## src/rtl/fpba_pkg.sv

```systemverilog
// ============================================================================
// fpba_pkg: shared types and constants of the fit-policy block allocator
// Word layouts, register indexes, policy codes and controller states.
// ============================================================================
package fpba_pkg;

    localparam int NUM_BLOCKS = 16;
    localparam int SIZE_BITS  = 16;
    localparam int IDX_BITS   = 4;   // block_index field width, covers NUM_BLOCKS
    localparam int CNT_BITS   = 5;   // blocks_in_use register width
    localparam int POL_BITS   = 2;
    localparam int CFG_IDX_BITS  = 2;
    localparam int CFG_DATA_BITS = 5;

    // register indexes
    localparam logic [CFG_IDX_BITS-1:0] CFG_FIT_POLICY    = 2'd0;
    localparam logic [CFG_IDX_BITS-1:0] CFG_BLOCKS_IN_USE = 2'd1;

    // policy codes
    localparam logic [POL_BITS-1:0] POL_FIRST = 2'd0;
    localparam logic [POL_BITS-1:0] POL_BEST  = 2'd1;
    localparam logic [POL_BITS-1:0] POL_WORST = 2'd2;

    localparam logic [POL_BITS-1:0] POL_RESET    = POL_FIRST;
    localparam logic [CNT_BITS-1:0] BLOCKS_RESET = CNT_BITS'(NUM_BLOCKS);

    // command codes
    localparam logic CMD_LOAD    = 1'b0;
    localparam logic CMD_REQUEST = 1'b1;

    typedef struct packed {
        logic                 cmd;
        logic [IDX_BITS-1:0]  block_index;
        logic [SIZE_BITS-1:0] size;
    } in_word_t;

    typedef struct packed {
        logic                 granted;
        logic [IDX_BITS-1:0]  chosen_block;
        logic [SIZE_BITS-1:0] remaining;
    } out_word_t;

    typedef enum logic [1:0] {
        ST_IDLE,
        ST_SCAN,
        ST_DRAIN,
        ST_WRITE
    } state_t;

    // controller -> datapath
    typedef struct packed {
        logic load;    // write a loaded size into the table
        logic start;   // latch a request and clear the search
        logic scan;    // read the next entry
        logic finish;  // write back and load the output register
    } cmd_t;

    // datapath -> controller
    typedef struct packed {
        logic bypass;     // request is refused without a search
        logic scan_last;  // entry being read is the last one searched
        logic out_free;   // output register can take a word this cycle
    } sts_t;

endpackage

```

## src/rtl/fit_policy_block_allocator.sv

```systemverilog
// ============================================================================
// fit_policy_block_allocator: first, best and worst fit block allocator
// Free-size table with a sequenced scan picking a block for each request.
// ============================================================================
// Usage:
//   in channel (in_valid/in_ready/in_word): a load word writes one block's
//   free size and yields no result; a request word asks for a block.
//   out channel (out_valid/out_ready/out_word): one word per request with
//   the grant flag, the chosen block and the size left in it.
//   cfg channel (cfg_valid/cfg_ready/cfg_index/cfg_data): index 0 is the
//   fit policy, index 1 the number of blocks searched. Always ready; write
//   only while the block is idle.
// Sequence:
//   A load is written while idle. A request reads the table one entry per cycle
//   through its single read port: the scan state reads each block searched,
//   the drain state does the last compare, the write state does the
//   write-back, and only then does idle accept the next word. A refused request
//   that needs no search (policy code three, zero blocks) goes from idle
//   straight to the write state.
// Reset: policy first fit, sixteen blocks searched; table contents are
//   undefined until loaded. No result is pending after reset.
// Stall: the result sits in an output register. The next word is accepted
//   while it waits; a following request holds at write-back until the
//   output register is taken.
// ============================================================================
module fit_policy_block_allocator (
    input  logic                                  clk,
    input  logic                                  rst_n,
    input  logic                                  in_valid,
    output logic                                  in_ready,
    input  fpba_pkg::in_word_t                    in_word,
    output logic                                  out_valid,
    input  logic                                  out_ready,
    output fpba_pkg::out_word_t                   out_word,
    input  logic                                  cfg_valid,
    output logic                                  cfg_ready,
    input  logic [fpba_pkg::CFG_IDX_BITS-1:0]     cfg_index,
    input  logic [fpba_pkg::CFG_DATA_BITS-1:0]    cfg_data
);

    fpba_pkg::cmd_t cmd;
    fpba_pkg::sts_t sts;

    // registers take a write in any cycle
    assign cfg_ready = 1'b1;

    fpba_ctrl u_ctrl (
        .clk      (clk),
        .rst_n    (rst_n),
        .in_valid (in_valid),
        .in_cmd   (in_word.cmd),
        .in_ready (in_ready),
        .sts      (sts),
        .cmd      (cmd)
    );

    fpba_dp u_dp (
        .clk       (clk),
        .rst_n     (rst_n),
        .in_word   (in_word),
        .cfg_wr    (cfg_valid),
        .cfg_index (cfg_index),
        .cfg_data  (cfg_data),
        .cmd       (cmd),
        .sts       (sts),
        .out_valid (out_valid),
        .out_ready (out_ready),
        .out_word  (out_word)
    );

endmodule

```

## src/rtl/fpba_ctrl.sv

```systemverilog
// ============================================================================
// fpba_ctrl: allocator sequencer
// Accepts words, runs the table scan and hands off the write-back.
// ============================================================================
module fpba_ctrl (
    input  logic                clk,
    input  logic                rst_n,
    input  logic                in_valid,
    input  logic                in_cmd,
    output logic                in_ready,
    input  fpba_pkg::sts_t      sts,
    output fpba_pkg::cmd_t      cmd
);

    fpba_pkg::state_t state_reg, state_next;

    always_ff @(posedge clk or negedge rst_n)
    begin
        if (!rst_n)
        begin
            state_reg <= fpba_pkg::ST_IDLE;
        end
        else
        begin
            state_reg <= state_next;
        end
    end

    always_comb
    begin
        state_next = state_reg;
        unique case (state_reg)
            fpba_pkg::ST_IDLE:
            begin
                if (in_valid && (in_cmd == fpba_pkg::CMD_REQUEST))
                begin
                    state_next = sts.bypass ? fpba_pkg::ST_WRITE : fpba_pkg::ST_SCAN;
                end
            end
            fpba_pkg::ST_SCAN:
            begin
                if (sts.scan_last)
                begin
                    state_next = fpba_pkg::ST_DRAIN;
                end
            end
            fpba_pkg::ST_DRAIN:
            begin
                state_next = fpba_pkg::ST_WRITE;
            end
            fpba_pkg::ST_WRITE:
            begin
                if (sts.out_free)
                begin
                    state_next = fpba_pkg::ST_IDLE;
                end
            end
            default:
            begin
                state_next = fpba_pkg::ST_IDLE;
            end
        endcase
    end

    always_comb
    begin
        in_ready   = 1'b0;
        cmd        = '0;
        unique case (state_reg)
            fpba_pkg::ST_IDLE:
            begin
                in_ready  = 1'b1;
                cmd.load  = in_valid && (in_cmd == fpba_pkg::CMD_LOAD);
                cmd.start = in_valid && (in_cmd == fpba_pkg::CMD_REQUEST);
            end
            fpba_pkg::ST_SCAN:
            begin
                cmd.scan = 1'b1;
            end
            fpba_pkg::ST_DRAIN:
            begin
                cmd = '0;
            end
            fpba_pkg::ST_WRITE:
            begin
                cmd.finish = sts.out_free;
            end
            default:
            begin
                cmd = '0;
            end
        endcase
    end

endmodule

```

## src/rtl/fpba_dp.sv

```systemverilog
// ============================================================================
// fpba_dp: allocator datapath
// Free-size table, config registers, scan compare and output register.
// ============================================================================
module fpba_dp (
    input  logic                                  clk,
    input  logic                                  rst_n,
    input  fpba_pkg::in_word_t                    in_word,
    input  logic                                  cfg_wr,
    input  logic [fpba_pkg::CFG_IDX_BITS-1:0]     cfg_index,
    input  logic [fpba_pkg::CFG_DATA_BITS-1:0]    cfg_data,
    input  fpba_pkg::cmd_t                        cmd,
    output fpba_pkg::sts_t                        sts,
    output logic                                  out_valid,
    input  logic                                  out_ready,
    output fpba_pkg::out_word_t                   out_word
);

    localparam int SB = fpba_pkg::SIZE_BITS;
    localparam int IB = fpba_pkg::IDX_BITS;
    localparam int CB = fpba_pkg::CNT_BITS;

    logic [SB-1:0] mem [fpba_pkg::NUM_BLOCKS];

    logic [fpba_pkg::POL_BITS-1:0] policy_reg;
    logic [CB-1:0]                 blocks_reg;

    logic [fpba_pkg::POL_BITS-1:0] req_pol_reg;
    logic [SB-1:0]                 req_size_reg;
    logic [IB-1:0]                 last_idx_reg;
    logic [IB-1:0]                 scan_idx_reg;
    logic                          rd_valid_reg;
    logic [IB-1:0]                 rd_idx_reg;
    logic [SB-1:0]                 rd_data_reg;
    logic                          found_reg;
    logic [IB-1:0]                 pick_reg;
    logic [SB-1:0]                 best_reg;

    logic                          out_valid_reg;
    fpba_pkg::out_word_t           out_word_reg;

    logic [CB-1:0] n_clamped;
    logic          hit;
    logic          take;
    logic [SB-1:0] rem;
    logic          wr_en;
    logic [IB-1:0] wr_addr;
    logic [SB-1:0] wr_data;

    // configuration
    always_ff @(posedge clk or negedge rst_n)
    begin
        if (!rst_n)
        begin
            policy_reg <= fpba_pkg::POL_RESET;
            blocks_reg <= fpba_pkg::BLOCKS_RESET;
        end
        else if (cfg_wr)
        begin
            if (cfg_index == fpba_pkg::CFG_FIT_POLICY)
            begin
                policy_reg <= cfg_data[fpba_pkg::POL_BITS-1:0];
            end
            else if (cfg_index == fpba_pkg::CFG_BLOCKS_IN_USE)
            begin
                blocks_reg <= cfg_data[CB-1:0];
            end
        end
    end

    assign n_clamped = (blocks_reg > CB'(fpba_pkg::NUM_BLOCKS)) ?
                       CB'(fpba_pkg::NUM_BLOCKS) : blocks_reg;

    // policy code three and an empty search are refused outright
    assign sts.bypass    = (policy_reg > fpba_pkg::POL_WORST) || (blocks_reg == '0);
    assign sts.scan_last = (scan_idx_reg == last_idx_reg);
    assign sts.out_free  = !out_valid_reg || out_ready;

    // compare of the entry read last cycle
    assign hit = rd_valid_reg && (rd_data_reg >= req_size_reg);
    always_comb
    begin
        take = 1'b0;
        if (hit)
        begin
            priority if (!found_reg)
                take = 1'b1;
            else if (req_pol_reg == fpba_pkg::POL_BEST)
                take = rd_data_reg < best_reg;
            else if (req_pol_reg == fpba_pkg::POL_WORST)
                take = rd_data_reg > best_reg;
            else
                take = 1'b0;
        end
    end

    assign rem = best_reg - req_size_reg;

    // single write port: loads in idle, write-back at finish
    always_comb
    begin
        wr_en   = 1'b0;
        wr_addr = in_word.block_index;
        wr_data = in_word.size;
        if (cmd.load)
        begin
            wr_en = 1'b1;
        end
        else if (cmd.finish && found_reg)
        begin
            wr_en   = 1'b1;
            wr_addr = pick_reg;
            wr_data = rem;
        end
    end

    always_ff @(posedge clk)
    begin
        if (wr_en)
        begin
            mem[wr_addr] <= wr_data;
        end
        rd_data_reg <= mem[scan_idx_reg];
    end

    // search control
    always_ff @(posedge clk or negedge rst_n)
    begin
        if (!rst_n)
        begin
            rd_valid_reg <= 1'b0;
            found_reg    <= 1'b0;
            scan_idx_reg <= '0;
        end
        else
        begin
            rd_valid_reg <= cmd.scan;
            if (cmd.start)
            begin
                found_reg    <= 1'b0;
                scan_idx_reg <= '0;
            end
            else
            begin
                if (cmd.scan && !sts.scan_last)
                begin
                    scan_idx_reg <= scan_idx_reg + IB'(1);
                end
                if (take)
                begin
                    found_reg <= 1'b1;
                end
            end
        end
    end

    // search payload
    always_ff @(posedge clk)
    begin
        rd_idx_reg <= scan_idx_reg;
        if (cmd.start)
        begin
            req_pol_reg  <= policy_reg;
            req_size_reg <= in_word.size;
            last_idx_reg <= IB'(n_clamped - CB'(1));
        end
        if (take)
        begin
            pick_reg <= rd_idx_reg;
            best_reg <= rd_data_reg;
        end
    end

    // output register
    always_ff @(posedge clk or negedge rst_n)
    begin
        if (!rst_n)
        begin
            out_valid_reg <= 1'b0;
        end
        else if (cmd.finish)
        begin
            out_valid_reg <= 1'b1;
        end
        else if (out_ready)
        begin
            out_valid_reg <= 1'b0;
        end
    end

    always_ff @(posedge clk)
    begin
        if (cmd.finish)
        begin
            out_word_reg.granted      <= found_reg;
            out_word_reg.chosen_block <= found_reg ? pick_reg : '0;
            out_word_reg.remaining    <= found_reg ? rem : '0;
        end
    end

    assign out_valid = out_valid_reg;
    assign out_word  = out_word_reg;

endmodule
```

## config.mk

```make
export PLATFORM = sky130hd
export DESIGN_NAME = fit_policy_block_allocator
export DESIGN_NICKNAME = d
export VERILOG_FILES = /design/src/rtl/fpba_pkg.sv /design/src/rtl/fit_policy_block_allocator.sv /design/src/rtl/fpba_ctrl.sv /design/src/rtl/fpba_dp.sv
export SDC_FILE = /design/constraint.sdc
export NUM_CORES = 1
export LEC_CHECK = 0
export ABC_AREA = 1
export BUFFER_PORTS_ARGS = -buffer_cell sky130_fd_sc_hd__clkbuf_2
export CAP_MARGIN = 20
export CORE_UTILIZATION = 60
export DETAILED_ROUTE_END_ITERATION = 8
export GPL_ROUTABILITY_DRIVEN = 0
export GPL_TIMING_DRIVEN = 0
export PLACE_DENSITY = 0.75
export SLEW_MARGIN = 0
export SYNTH_ARGS = -nofsm -noshare
export SYNTH_HDL_FRONTEND = slang
export SYNTH_SLANG_ARGS = --single-unit
```

## constraint.sdc

```tcl
create_clock -name clk -period 8.1 [get_ports clk]
set_input_delay 0 -clock clk [delete_from_list [all_inputs] [get_ports clk]]
set_output_delay 0 -clock clk [all_outputs]
set_load 0.05 [all_outputs]
```

# Word level (Yosys, flattened, before mapping)
# Memory sizes are Yosys's and may differ from the RTL's. A register that Yosys moved wholly into a read port is not among the register bits.
# Cells that the tools add are included.
# classes
n_reduce_logical,18
muxes,28
n_addsub,3
eq_ne,10
bitwise,2
magnitude_cmp,5
# op_table
operator,n
16-bit 2-to-1 mux,2
4-bit 2-to-1 mux,5
16-bit >= comparator,1
16-bit greater-than comparator,1
16-bit < comparator,1
16-bit subtractor,1
1-bit 2-to-1 mux,15
2-bit 2-to-1 mux,5
2-bit one-hot mux with 4 select lines,1
"2-bit by 1-bit equality test with 1-bit output, second input constant",3
"2-bit equality test, second input constant",3
"2-bit by 1-bit != test with 1-bit output, second input constant",3
3-bit AND reduction,2
2-bit nonzero test,3
"5-bit greater-than comparator, second input constant",1
1-bit logical AND,5
5-bit logical NOT,1
"4-bit by 1-bit adder with 4-bit output, second input constant",1
4-bit equality test,1
2-bit logical NOT,2
"4-bit by 1-bit subtractor with 4-bit output, second input constant",1
"2-bit greater-than comparator, second input constant",1
1-bit logical NOT,2
1-bit logical OR,2
2 further kinds,3
# word_totals
inputBits,33
mem_bits_rw,256
register_bits,83
n_memories,1
# mem_list
memory,depth,width,rd,rd_clocked_by_memory_dff,write_ports,line,rtl
u_dp.mem,16,16,1,1,1,fpba_dp.sv:23,logic [SB-1:0] mem [fpba_pkg::NUM_BLOCKS];

# Depth between registers and ports, before layout
# depth
word_depth,8
mapped_depth,14
mapped_depth_nobuf,14

# Modules after synthesis
# Synthesis repeated with hierarchy kept, for this count alone.
# hier_totals
hier_cells,1265
hier_area_um2,15364.7
# modules_own_cells
mod,area_each_um2,n_inst,seq_area_each_um2,cells_each
fpba_dp,15117.0,1,10331.2,1227
fpba_ctrl,236.5,1,50.0,36
fit_policy_block_allocator,11.3,1,0.0,2

# Least setup slack after synthesis
# OpenSTA, ideal clock, no wires.
# synth_timing
path_kind,register to register
from,register u_ctrl.state_reg[0]
to,register u_dp.scan_idx_reg[0]
arrival_time_ns,3.356
path_stages_with_launch,8
slack_ns,4.616
setup_time_ns,0.129
synth_period_minus_slack_ns,3.484
path_buffers,0
required_time_ns,7.971
cell_sequence,dfrtp_1 > inv_1 > ha_1 > inv_2 > nor3_1 > inv_1 > nand2_1 > o21ai_0
# synth_lines
item,line,rtl
"start, declared",fpba_ctrl.sv:15,"fpba_pkg::state_t state_reg, state_next;"
"start signal, assigned",fpba_ctrl.sv:21,state_reg <= fpba_pkg::ST_IDLE;
"start signal, assigned",fpba_ctrl.sv:25,state_reg <= state_next;
"end signal, assigned",fpba_dp.sv:147,scan_idx_reg <= scan_idx_reg + IB'(1);
"end, declared",fpba_dp.sv:31,logic [IB-1:0] scan_idx_reg;

==> key figures <==
Route
  • Drt pass-1 iters: 6
  • DRT iter0 DRCs: 1191
  • Vias: 10400
  • Drt total wl: 36700 um
  • Number of routed nets with antenna violations: 0
  • DR vias/cell: 5.89
  • DR WL/cell: 20.9 um
  • Drt drc: 0

Synth
  • Flops & latches, synth: 355
  • Most common flop cell mapped by yosys: edfxtp_1
  • Yosys cell types: 44
  • Netlist Area Pre-Place: 15300 sq um
  • Post-synth EDFFs: 319
  • Synth Instances: 1245
  • Ys Warns: 0
  • Avg Inst Size Synth: 12.3 sq um
  • Seq/Total Area, Yosys: 68.0%
  • Syn_nets: 1332
  • Ys async rst share: 4.51%

Clocking
  • Max clock buf depth: 3
  • Clk_lat worst skew: 530 ps
  • TritonCTS clock tree: yes
  • CTS sink count: 355
  • CTS buffer count: 37
  • CTS root buf: clkbuf_16
  • Clock-pin transition on the worst setup and hold timing paths: 60 ps
  • CTS H-tree depth: 2

Timing
  • Slew HR: 34.2%
  • Hold Fails Final Rpt: 0
  • Tcrit/Tclk final: 37.3%
  • Final-report setup violation count: 0
  • RSZ-0062 raised after global routing: false
  • Fmax: 331 MHz
  • Layout Skew: 22.4 ps
  • Setup TNS Final: 0 ps
  • Period minus WS final: 3020 ps
  • Slew Viols, Final: 0
  • Worst-Margin Slew: 986 ps

Floorplanning
  • Die Area: 26100 sq um
  • Starting density of the core: 61.0%
  • Row Count: 58
  • Chip Height: 162 um
  • Core ar.: 25000 sq um
  • I/O pins: 57
  • Horiz. Die Dim: 162 um

Critical path
  • Crit path capture type: register
  • WP data required: 8240 ps
  • Critical path type: register to register
  • Reg2reg path depth: 10
  • Startpoint Class: register
  • R2R setup slack: 5080 ps
  • CP Data Arrival Time: 3160 ps
  • Crit path max fanout: 16
  • R2R Path Start: u_ctrl.state_reg[0]
  • Reg2reg end: u_dp.mem[9][13]

Layout
  • Fillcell total: 1674
  • # diodes: 0
  • FF+latch area: 10400 sq um
  • Multi-input logic area: 4310 sq um
  • Share of post-route cells with drive strength above 1: 13.7%
  • Fin nets: 1486
  • Fin util: 71.1%
  • Area delta synth->final: 16.6%
  • Finished Cell Area: 17800 sq um
  • Max FFs per register: 256

GRT
  • Met3 Resource Use GR: 5.32%
  • Overflow after GRT: 0
  • Grt peak-use layer: met2
  • First-pass GRT wire length: 55500 um
  • Antenna violations before repair: 0
  • GRT Util Overall: 28.7%
  • Number of global-route vias before repair: 10200
  • Met2 Track Usage GR: 48.3%
  • Largest net degree at the start of global routing: 23
  • Met1 Use GR: 37.4%

Pwr
  • Sw frac: 36.4%
  • Clock Power Share: 26.7%
  • Max VDD drop: 0.000202 V
  • Leakage power: 0.00678 uW
  • Sequential power share: 39.4%
  • NetSw: 2240 uW
  • Pwr per Cell Area: 345 nW/um^2
  • Gate power share: 33.9%
  • P_int: 3910 uW

Place
  • Post-placement cell area: 16200 sq um
  • IO Port Bufs: 55
  • DP Wirelength: 25900 um

Min path
  • Hold path startpoint: in_valid
  • Hold endpoint: u_dp.found_reg
  • Worst Hold Depth: 5
  • Worst hold path class: primary input to register

Job
  • Max-Cap Viols: 0

Status
  • Status: finished, final reports clean
through the flow:
stage	hold WS [ps]	std cells	power (uW)	worst slack, ps
2_1_floorplan	-296	1245	3770	4620
3_3_place_gp	-47.8	1630	4350	3740
3_5_place_dp	-34.2	1653	4460	4280
4_1_cts	42.8	1755	6110	4270
5_1_grt	75.9	1757	6410	4860
6_report	53.6	1757	6140	5080
cell families (layout without fill, tap and decap cells):
| logic type | after synthesis | in the layout | synth area share [%] |
|---|---|---|---|
| xor gates and xnor gates | 13 | 13 | 0.746 |
| DFF | 355 | 355 | 68.0 |
| other | 1 | 1 | 0.0246 |
| muxes | 41 | 41 | 2.70 |
| AOI/OAI and AO/OA | 245 | 245 | 9.59 |
| adders and majority gates | 54 | 54 | 4.47 |
| and+or+nand+nor | 392 | 392 | 10.4 |
| buffers and inverters | 144 | 326 | 4.09 |
worst max-delay path: stages, from the launching register on:
cell and delay (ps):
dfrtp_1 380, ha_1 160, inv_1 80, a21oi_2 260, nand2_1 150, nor2_2 160, buf_6 170, nand2_1 60
nand2_1 180, nand3_1 260, nor2_2 780
metal layers:
| metal | wire, um | vias to the layer above |
|---|---|---|
| met5 | 0 | - |
| met4 | 1130 | 0 |
| met3 | 3440 | 92 |
| met2 | 18000 | 526 |
| met1 | 14200 | 4941 |
| li1 | - | 4791 |
how the worst max path moves through the flow:
stage	from	endpoint	depth (start not counted)	slack, ps
2_1_floorplan	u_ctrl.state_reg[0]	u_dp.scan_idx_reg[0]	7	4620
3_3_place_gp	u_ctrl.state_reg[0]	u_dp.scan_idx_reg[3]	7	3740
3_5_place_dp	u_ctrl.state_reg[0]	u_dp.mem[9][2]	10	4280
4_1_cts	u_ctrl.state_reg[0]	u_dp.mem[9][13]	10	4270
5_1_grt	u_ctrl.state_reg[0]	u_dp.mem[9][13]	10	4860
6_report	u_ctrl.state_reg[0]	u_dp.mem[9][13]	10	5080
cells in the final DEF, fill, tap and decap left out, types with 18 or more instances in the layout:
cell	Yosys	layout
edfxtp_1	319	319
nand2_1	159	159
nor2_1	173	157
o21ai_0	110	100
inv_1	84	84
clkbuf_2	1	56
ha_1	53	53
mux2i_1	40	40
o211ai_1	40	40
nand3_1	37	37
clkbuf_16	0	37
dlygate4sd3_1	0	35
clkbuf_1	23	33
a21oi_1	32	32
o221ai_1	24	24
o21ai_1	13	23
dfxtp_1	20	20
buf_2	18	18
nor2_2	2	18
cell usage after synthesis, types with 3 or more instances:
| cell | number | share of area [%] |
|---|---|---|
| edfxtp_1 | 319 | 63 |
| nand3_1 | 37 | 1.2 |
| clkbuf_1 | 23 | 0.57 |
| ha_1 | 53 | 4.3 |
| o221ai_1 | 24 | 1.4 |
| nand3b_1 | 3 | 0.15 |
| o211ai_1 | 40 | 2.0 |
| a21o_1 | 4 | 0.20 |
| dfrtp_1 | 15 | 2.5 |
| o22ai_1 | 16 | 0.66 |
| inv_2 | 5 | 0.12 |
| inv_1 | 84 | 2.1 |
| nand4_1 | 5 | 0.20 |
| nor2_1 | 173 | 4.3 |
| buf_6 | 3 | 0.22 |
| mux2i_1 | 40 | 2.6 |
| buf_4 | 4 | 0.20 |
| o21ai_1 | 13 | 0.43 |
| a21oi_1 | 32 | 1.0 |
| dfxtp_1 | 20 | 2.6 |
| nor3_1 | 4 | 0.13 |
| xnor2_1 | 11 | 0.63 |
| o21ai_0 | 110 | 3.6 |
| nand2_2 | 3 | 0.12 |
| buf_2 | 18 | 0.59 |
| nand2_1 | 159 | 3.9 |
| nand3_2 | 3 | 0.20 |
power groups by stage:
stage               Sequential [uW]  Clock (uW)  Combinational (uW)
CTS                            2420        1650                2040
global placement               2460           0                1900
global route                   2440        1720                2250
finish                         2420        1640                2080
floorplan                      2530           0                1250
detailed placement             2460           0                2000
area by class of cell:
type                    instances  area share [%]
repair buffers                115            5.01
multi-input cells             746            24.2
plain buffers                  53            1.59
flip-flops and latches        355            58.3
well taps                     330            2.32
clock buffers                  49            5.57
inverters                      91            1.92
clock inverters                18            1.05
timing repair:
action                                 4_1_cts  5_1_grt
endpoints found under the hold margin       53        0
resized for setup                            0        0
buffers inserted                             0        0
hold buffers                                35        0
No activity file was read; power rests on OpenSTA's default activity.
